===== src/hdl/dda_pkg.sv =====
// ----------------------------------------------------------------------------
// dda_pkg
// Shared types and constants for the decimal digit analyzer: the controller
// state encoding, the command and status groups between controller and
// datapath, and the field widths.
// ----------------------------------------------------------------------------
package dda_pkg;

  // Default digit limit. A 32-bit magnitude never has more than ten digits.
  localparam int MAX_DIGITS_DEFAULT = 10;

  // Field widths of the input and result items.
  localparam int VALUE_W = 32;
  localparam int INDEX_W = 4;
  localparam int REV_W   = 34;
  localparam int SUM_W   = 7;
  localparam int NIB_W   = 4;

  // Reciprocal of ten for a 32-bit dividend: q = (x * RECIP10) >> RECIP_SHIFT.
  localparam logic [31:0] RECIP10     = 32'hCCCC_CCCD;
  localparam int          RECIP_SHIFT = 35;

  // Controller states.
  typedef enum logic [1:0] {
    ST_IDLE,
    ST_RUN,
    ST_FINISH
  } state_t;

  // Commands from the controller to the datapath.
  typedef struct packed {
    logic load;     // take a new input item
    logic step;     // extract and accumulate one digit
    logic capture;  // move the finished result into the output register
  } cmd_t;

  // Status from the datapath to the controller.
  typedef struct packed {
    logic done;     // no digit left to extract and none pending
  } status_t;

endpackage


===== src/hdl/dda_ctrl.sv =====
// ----------------------------------------------------------------------------
// dda_ctrl
// Controller for the decimal digit analyzer. Sequences load, digit steps and
// result capture, and owns the valid flag of the output register.
// ----------------------------------------------------------------------------
module dda_ctrl (
  input  logic             clk,
  input  logic             rst,
  input  logic             in_valid,
  output logic             in_ready,
  output logic             out_valid,
  input  logic             out_ready,
  input  dda_pkg::status_t status,
  output dda_pkg::cmd_t    cmd
);

  dda_pkg::state_t state;
  dda_pkg::state_t state_next;
  logic            out_valid_next;
  logic            out_free;

  // The output register can take a result when empty or being emptied.
  assign out_free = !out_valid || out_ready;

  // State and output valid registers.
  always_ff @(posedge clk) begin
    if (rst) begin
      state     <= dda_pkg::ST_IDLE;
      out_valid <= 1'b0;
    end else begin
      state     <= state_next;
      out_valid <= out_valid_next;
    end
  end

  // Next state and commands. No item is taken while reset is held.
  always_comb begin
    state_next  = state;
    in_ready    = 1'b0;
    cmd.load    = 1'b0;
    cmd.step    = 1'b0;
    cmd.capture = 1'b0;
    case (state)
      dda_pkg::ST_IDLE: begin
        in_ready = !rst;
        if (in_valid && !rst) begin
          cmd.load   = 1'b1;
          state_next = dda_pkg::ST_RUN;
        end
      end
      dda_pkg::ST_RUN: begin
        cmd.step = 1'b1;
        if (status.done) begin
          if (out_free) begin
            cmd.capture = 1'b1;
            state_next  = dda_pkg::ST_IDLE;
          end else begin
            state_next = dda_pkg::ST_FINISH;
          end
        end
      end
      dda_pkg::ST_FINISH: begin
        if (out_free) begin
          cmd.capture = 1'b1;
          state_next  = dda_pkg::ST_IDLE;
        end
      end
      default: begin
        state_next = dda_pkg::ST_IDLE;
      end
    endcase
  end

  // A captured result is valid until the consumer takes it.
  always_comb begin
    if (cmd.capture) begin
      out_valid_next = 1'b1;
    end else if (out_ready) begin
      out_valid_next = 1'b0;
    end else begin
      out_valid_next = out_valid;
    end
  end

endmodule


===== config.mk =====
export PLATFORM = sky130hd
export DESIGN_NAME = dda_ctrl
export DESIGN_NICKNAME = d
export VERILOG_FILES = /design/src/hdl/dda_pkg.sv /design/src/hdl/dda_ctrl.sv
export SDC_FILE = /design/constraint.sdc
export NUM_CORES = 1
export LEC_CHECK = 0
export BUFFER_PORTS_ARGS = -buffer_cell sky130_fd_sc_hd__buf_2
export CAP_MARGIN = 10
export CORE_AREA = 2 2 39 41
export DETAILED_ROUTE_END_ITERATION = 7
export DIE_AREA = 0 0 41 43
export PLACE_DENSITY = 0.44
export REMOVE_ABC_BUFFERS = 1
export SLEW_MARGIN = 20
export SYNTH_ARGS = -nofsm -noshare
export SYNTH_HDL_FRONTEND = slang
export SYNTH_SLANG_ARGS = --single-unit

===== constraint.sdc =====
create_clock -name clk -period 1.6 [get_ports clk]
set_clock_uncertainty 0.05 [all_clocks]
set_input_delay 0.32 -clock clk [delete_from_list [all_inputs] [get_ports clk]]
set_output_delay 0.32 -clock clk [all_outputs]
set_load 0.01 [all_outputs]

# Yosys cells after proc, flatten, opt, wreduce, memory -nomap -nowiden
# Index checks and enable logic that the tools add are counted.
# word_totals
in_bits	5
elab_cells	28
regBits	3
out_inout_bits	5
# op_classes
n_eq_ne	5
n_reduce_logical	7
muxes	14
# op_table
cell	n
2-to-1 mux 1 bit	8
2-to-1 mux 2 bit	4
inequality test 2 bit, second input constant	3
case mux 2 bit (3 select lines)	1
AND reduction 3 bit	1
== test 2 x 1 -> 1 bit, second input constant	1
== test 2 bit, second input constant	1
zero test 1 bit	2
zero test 2 bit	1
case mux 1 bit (2 select lines)	1
nonzero test 2 bit	1
logical AND 1 bit	1
logical OR 1 bit	1

# Logic depth before layout (Yosys ltp)
# Gate-level depths: netlist of the first run.
# depth
word_depth	6
mapped_depth	6
ltp_nobuf	5

# Worst setup path after synthesis of the first run
# OpenSTA, ideal clock, no wires.
# synth_path
path_type	reg-to-output
startpoint	register state[1]
endpoint	output port cmd[0] in the netlist's numbering
t_required_ns	1.230
stages_incl_launch_ff	7
path_buffers	1
arrival_ns	1.145
slack_ns	0.085
path_cell_list	dfxtp_1 > inv_1 > ha_1 > and2_1 > o21ai_1 > nor2b_1 > buf_4
# synth_rtl
item	line_no	text
start: declaration	dda_ctrl.sv:17	dda_pkg::state_t state;
start signal: assignment	dda_ctrl.sv:28	state <= dda_pkg::ST_IDLE;
start signal: assignment	dda_ctrl.sv:31	state <= state_next;
end: declaration	dda_ctrl.sv:14	output dda_pkg::cmd_t cmd

==> reports/qor.yml, run 1 <==
outcome:
  outcome: "completed"
die:
  core_area_sq_um: 1380
  dieWidth_um: 41
  design.die.area_sq_um: 1760
  vertical_die_dimension_um: 43
  floorplan.rows: 14
  top_level_ports: 10
  start_util_pct: 17.3
power:
  combinationalPowerShare_pct: 22.9
  irDropWorstVdd_mv: 0.385
  power-per-cell-area_nw_per_um2: 651
  power.static_leakage_nw: 0.214
  cellInternalPower_w: 0.000206
  power_switching_w: 0.0000749
  swShare_pct: 26.7
  pwr-share-clk_pct: 47.2
  p_seq_share_pct: 29.8
  finalPower_w: 0.000281
grt:
  met1_global_route_usage_pct: 9.97
  grtUsageMet2_pct: 10.0
  busiest_layer: "met2"
  grt_overflow: 0
  groute.usage.overall_pct: 7.53
  grt_pass1_vias: 251
  groute.layer.met3.usage_pct: 4.71
  grt_start_max_net_pins: 6
  antenna_found_initial: 0
  grt_pass1_wl_um: 910
cells_and_area:
  most_common_cell_after_layout_fill_and_taps_aside: "sky130_fd_sc_hd__buf_2"
  layout-drive-gt1-share_pct: 75.0
  finish.net_count: 53
  filler_cell_count: 153
  number_of_standard_cells_in_the_final_layout_excluding_fillers: 60
  fin_util_pct: 31.2
  area_of_the_multi_input_gates_sq_um: 206
  final_cell_mix: "sky130_fd_sc_hd__buf_2, sky130_fd_sc_hd__buf_4, sky130_fd_sc_hd__ha_4, sky130_fd_sc_hd__clkbuf_4"
  num_antenna_cells: 0
  synthToLayoutAreaGrowth_pct: 80.6
  sequential_cell_area_sq_um: 65.1
timing:
  finalSetupViolations: 0
  max_clock_freq_ghz: 0.627
  hold_viol: 0
  remaining_max_slew_budget_at_the_tightest_pin_pct: 87.2
  worst_slew_pin_slew_ps: 190
  period_minus_ws_final_ps: 1590
  rsz0062_at_grt: "yes"
  finalCritPeriodShare_pct: 99.7
  drv_slew: 0
routing:
  vias_per_cell: 4.10
  dr.first_iter.drc_count: 9
  post-route-drc-count: 0
  routed_wire_length_per_instance_um: 9.22
  antenna_violating_nets_post_route: 0
  routed_wirelength_um: 553
  dr_total_vias: 246
  drtPass1Iterations: 4
setup_path:
  timing.critical_path.from_type: "register"
  worst_r2r_startpoint: "state[0]"
  timing.critical_path.max_delay_family: "flip-flops"
  setup.worst_path.start: "state[1]"
  required_ps: 1230
  crit_fanout: 3
  r2r_slack_ps: 150
  setup_crit_end_kind: "output port"
  timing.setup.critical_path_class: "reg -> out"
  worst_ep_arrival_time_ps: 1220
  crit_path_top_delay_cell: "sky130_fd_sc_hd__dfxtp_2"
  crit_buf_inv: 2
  worst_path_cell_trace: "inv_4 > ha_4 > and2_4 > o21ai_2 > nor2b_1 > buf_2"
  cpPeakStageDelay_ps: 340
worst_hold_path:
  hold_class: "in -> reg"
  hp-start: "rst"
flow_run:
  count_of_max_cap_constraint_violations: 0
clock_network:
  clock_tree.buffer_depth: 2
  clkTransAtPathRegs_ps: 40
  cts.root.buffer_cell: "sky130_fd_sc_hd__clkbuf_4"
  cts_buffers: 3
  holdBufCountCts: 0
  clkLatencyLatePin_ps: 230
  cts_tree: "built"
  clock_sinks: 3
  clock_tree.htree_level_count: 1
yosys:
  synthesis.yosys.warnings: 0
  post_synthesis_instance_area_sq_um: 239
  postSynthCellCount: 25
  synth_seq_cells: 3
  post_synth.cell_area_avg_sq_um: 9.56
  ys_types: 17
  seq_area_frac_synth_pct: 25.1
placement:
  placement.io_buffers: 9
  gpl.final_weighted_congestion: 0.639
  placed_cells_incl_taps: 50
==> metrics by stage <==
stage	setup WS, ps	TNS [ps]	hold WS [ps]	cell area, sq um
2_1_floorplan	143	0	339	231
3_3_place_gp	129	0	513	304
3_5_place_dp	116	0	513	304
4_1_cts	-13.3	-13.3	265	397
5_1_grt	-49.4	-49.4	291	432
6_report	5.19	0	280	432
==> logic make-up (layout without fill, tap and decap cells) <==
group / Yosys count / after routing / synth area share, %
compound gates: 6 / 6 / 20.4
fa+ha+maj: 3 / 3 / 15.7
buf+inv: 4 / 23 / 7.85
flops: 3 / 3 / 25.1
simple gates: 9 / 9 / 30.9
==> power by group through the flow <==
stage	clock network (W)	registers, W	logic [W]
after floorplan	0	0.0000817	0.0000286
after global placement	0	0.0000821	0.0000499
after detailed placement	0	0.0000823	0.0000487
after CTS	0.000139	0.0000830	0.0000566
after global routing	0.000145	0.0000843	0.0000705
final	0.000133	0.0000838	0.0000645
==> final timing paths <==
kind               end  cells past startpoint
max             cmd[0]                      6
min           state[0]                      2
max reg2reg  out_valid                      8
min reg2reg   state[0]                      2
==> routing by layer <==
| layer | routed length, um | vias to the layer above | part of all wire [%] |
|---|---|---|---|
| li1 | - | 125 | - |
| met5 | 0 | - | 0 |
| met2 | 241 | 13 | 44 |
| met1 | 249 | 108 | 45 |
| met4 | 0 | 0 | 0 |
| met3 | 62 | 0 | 11 |
==> worst register-to-register path, stage by stage, from the launching register on <==
cell                      delay, ps
sky130_fd_sc_hd__dfxtp_4        370
sky130_fd_sc_hd__inv_4           50
sky130_fd_sc_hd__ha_4           250
sky130_fd_sc_hd__o21ai_2         50
sky130_fd_sc_hd__buf_4          120
sky130_fd_sc_hd__buf_4          110
sky130_fd_sc_hd__buf_4          120
sky130_fd_sc_hd__buf_4          120
sky130_fd_sc_hd__a21oi_1        140
==> sequential cells by signal (all words and copies together), names as in the netlist <==
signal,cells
out_valid,1
state,2
==> synth_stat cells <==
cell	number	share of area (%)
sky130_fd_sc_hd__dfxtp_1	3	25
sky130_fd_sc_hd__ha_1	3	16
sky130_fd_sc_hd__inv_1	3	4.7
sky130_fd_sc_hd__and2_1	2	5.2
sky130_fd_sc_hd__nand2b_1	2	5.2
sky130_fd_sc_hd__a21oi_1	1	2.1
sky130_fd_sc_hd__a311oi_1	1	3.7
sky130_fd_sc_hd__a311oi_2	1	6.3
sky130_fd_sc_hd__a31o_1	1	3.7
sky130_fd_sc_hd__a31oi_1	1	2.6
sky130_fd_sc_hd__buf_4	1	3.1
sky130_fd_sc_hd__nand2b_4	1	5.8
sky130_fd_sc_hd__nand3b_4	1	8.4
sky130_fd_sc_hd__nor2_1	1	1.6
sky130_fd_sc_hd__nor2b_1	1	2.6
sky130_fd_sc_hd__nor3_1	1	2.1
sky130_fd_sc_hd__o21ai_1	1	2.1
==> cell type report <==
type,instances,area share (%)
clock buffers,4,6.09
multi-input cells,18,47.8
repair buffers,16,22.6
well taps,16,4.64
flip-flops and latches,3,15.1
inverters,3,3.77
==> repair_timing <==
item	in CTS	in global routing
gates cloned	0	0
pin swaps	3	1
endpoints found under the setup margin	2	2
resized for setup	11	6
setup buffers	5	1
(Power assumes the default switching activity.)
==> inputs of run 2 (changes only) <==
==> constraint.sdc (replaced) <==
create_clock -name clk -period 1.48 [get_ports clk]
set_clock_uncertainty 0.05 [all_clocks]
set_input_delay 0.296 -clock clk [delete_from_list [all_inputs] [get_ports clk]]
set_output_delay 0.296 -clock clk [all_outputs]
set_load 0.01 [all_outputs]
==> run 2 against run 1 <==
Compared with the run above:
- the run now ends with negative setup slack left
- register-to-register slack worse by 80 ps
- sequential power grew 7.0%
- critical path depth stayed put
- hold slack worse by 25 ps
- combinational power is 3.4% higher
- cell count up 1.7%
- total power increased by 7.0%
- non-clock buffer count up 1
- clock power rose by 8%
- count of clock-buffer cells in the layout unchanged
- die area is the same
- global-route usage about the same
- critical path type unchanged
==> reports/qor.yml, run 2 (synthesized netlist as in run 1, its figures left out) <==
clock_network:
  cts_tree: "built"
  cts_buffers: 3  # unchanged
  clock_tree.buffer_depth: 2  # unchanged
  clock_tree.htree_level_count: 1  # unchanged
  clkLatencyLatePin_ps: 230  # about the same
  cts.root.buffer_cell: "sky130_fd_sc_hd__clkbuf_4"
  clock_sinks: 3  # unchanged
  clkTransAtPathRegs_ps: 40  # about the same
power:
  power-per-cell-area_nw_per_um2: 703  # +7.9%
  power.static_leakage_nw: 0.220  # +2.5%
  irDropWorstVdd_mv: 0.439  # +14%
cells_and_area:
  regMostFlops: "state"
  fin_util_pct: 30.9  # -0.27 points
  largest_register_ffs: 2  # unchanged
  final_cell_mix: "sky130_fd_sc_hd__buf_2, sky130_fd_sc_hd__buf_4, sky130_fd_sc_hd__clkbuf_4"
  layout_top_registers: "state (2), out_valid (1)"
  layout-drive-gt1-share_pct: 73.3  # -1.7 points
  sequential_cell_area_sq_um: 65.1  # unchanged
  area_of_the_multi_input_gates_sq_um: 198  # -4.2%
  finish.net_count: 54  # +1.9%
  most_common_cell_after_layout_fill_and_taps_aside: "sky130_fd_sc_hd__buf_2"
  filler_cell_count: 145  # -5.2%
  num_antenna_cells: 0  # unchanged
  postLayoutCellArea_sq_um: 428  # -0.87%
  synthToLayoutAreaGrowth_pct: 79.1
setup_path:
  crit_path_top_delay_cell: "sky130_fd_sc_hd__dfxtp_2"
  timing.critical_path.from_type: "register"
  crit_cells: 6  # unchanged
  worst_r2r_startpoint: "state[1]"
  crit_buf_inv: 2  # unchanged
  timing.setup.critical_path_class: "reg -> out"
  cpPeakStageDelay_ps: 340  # about the same
  setup_crit_end_kind: "output port"
  timing.critical_path.max_delay_family: "flip-flops"
  setup.worst_path.start: "state[1]"
  worst_path_cell_trace: "inv_4 > ha_4 > and2_4 > o21ai_2 > nor2b_1 > buf_2"
  worst_ep_arrival_time_ps: 1250  # +30 ps
  timing.critical_path.to: "cmd[0]"
  required_ps: 1130  # -100 ps
  worst_r2r_endpoint: "out_valid"
  r2r_slack_ps: 70  # -80 ps
  crit_fanout: 3  # unchanged
  r2r.worst_path.cells: 9  # +1
routing:
  antenna_violating_nets_post_route: 0  # unchanged
  routed_wirelength_um: 570  # +3.1%
  vias_per_cell: 4.08  # -0.44%
  post-route-drc-count: 0  # unchanged
  routed_wire_length_per_instance_um: 9.34  # +1.4%
  dr_total_vias: 249  # +1.2%
  dr.first_iter.drc_count: 1  # -8
  drtPass1Iterations: 4  # unchanged
timing:
  rsz0062_at_grt: "yes"
  finalCritPeriodShare_pct: 108
  drv_slew: 0  # unchanged
  hold_viol: 0  # unchanged
  remaining_max_slew_budget_at_the_tightest_pin_pct: 87.0  # -0.19 points
  period_minus_ws_final_ps: 1590
  worst_slew_pin_slew_ps: 193  # +2.76 ps
  finalSetupTns_ps: -160  # -160 ps
  max_clock_freq_ghz: 0.629
  finalWorstSetupSlack_ps: -111  # -116 ps
  finalSetupViolations: 2  # +2
die:
  start_util_pct: 17.3  # unchanged
  top_level_ports: 10  # unchanged
  core_area_sq_um: 1380  # unchanged
  design.die.area_sq_um: 1760  # unchanged
  floorplan.rows: 14  # unchanged
  vertical_die_dimension_um: 43  # unchanged
  dieWidth_um: 41  # unchanged
worst_hold_path:
  hold_class: "in -> reg"
grt:
  groute.usage.overall_pct: 7.51  # -0.023 points
  antenna_found_initial: 0  # unchanged
  grtUsageMet2_pct: 10.9  # +0.94 points
  grt_pass1_vias: 224  # -11%
  grt_start_max_net_pins: 6  # unchanged
  groute.layer.met3.usage_pct: 4.71  # unchanged
  grt_pass1_wl_um: 869  # -4.5%
  busiest_layer: "met2"
  met1_global_route_usage_pct: 8.92  # -1.1 points
  grt_overflow: 0  # unchanged
placement:
  detailedPlacementHpwl_um: 420
  placement.io_buffers: 9  # unchanged
  placed_cell_area_sq_um: 312  # +2.5%
  gpl.final_weighted_congestion: 0.620  # -3.0%
outcome:
  outcome: "complete, but fails checks"
  violations: "negative setup slack"
flow_run:
  count_of_max_cap_constraint_violations: 0  # unchanged
## run 2: cell type report
class                      count  area share, %
tap                           16           4.68
sequential                     3           15.2
inverter                       3           3.22
clock buffer                   4           6.14
timing repair buffer          17           24.6
multi-input combinational     18           46.2
## run 2: through the flow
step                hold WS [ps]  std cells  setup slack, ps  total power [W]
finish                       255         61             -111         0.000301
global route                 259         61             -170         0.000324
CTS                          246         60             -123         0.000303
detailed placement           497         51             5.23         0.000142
global placement             496         51             20.0         0.000142
floorplan                    315         24             46.6         0.000119
## run 2: how the worst min path moves through the flow
stage / start / to / slack (ps) / cells past startpoint
after floorplan: rst / out_valid / 320 / 1
after CTS: rst / out_valid / 250 / 2
after global placement: rst / out_valid / 500 / 2
after detailed placement: rst / out_valid / 500 / 2
final: rst / out_valid / 260 / 2
after global routing: rst / out_valid / 260 / 2
## run 2: what timing repair did
action                                  in CTS  in global routing
buffers inserted                             5                  2
hold buffers                                 0                  0
endpoints found under the setup margin       3                  4
resized for setup                           10                  4
pin swaps                                    3                  2
## run 2: metal layers
metal  up-vias  part of all wire, %
met4         0                    0
met5         -                    0
li1        128                    -
met3         0                  9.1
met2        10                   43
met1       111                   47
## run 2: worst register-to-register path, cell delays in order (launching register included)
cell and delay [ps]:
sky130_fd_sc_hd__dfxtp_2 320, sky130_fd_sc_hd__inv_4 70, sky130_fd_sc_hd__ha_4 120, sky130_fd_sc_hd__and2_4 140, sky130_fd_sc_hd__o21ai_2 60, sky130_fd_sc_hd__buf_4 130, sky130_fd_sc_hd__buf_4 120, sky130_fd_sc_hd__buf_4 120
sky130_fd_sc_hd__buf_4 120, sky130_fd_sc_hd__a21oi_2 100
## run 2: power breakdown
part / leakage, nW / switching (W) / total [W] / internal (W)
clock network: 0.0150 / 0.0000431 / 0.000144 / 0.000101
registers: 0.0256 / 0.00000488 / 0.0000897 / 0.0000848
logic: 0.179 / 0.0000314 / 0.0000667 / 0.0000354
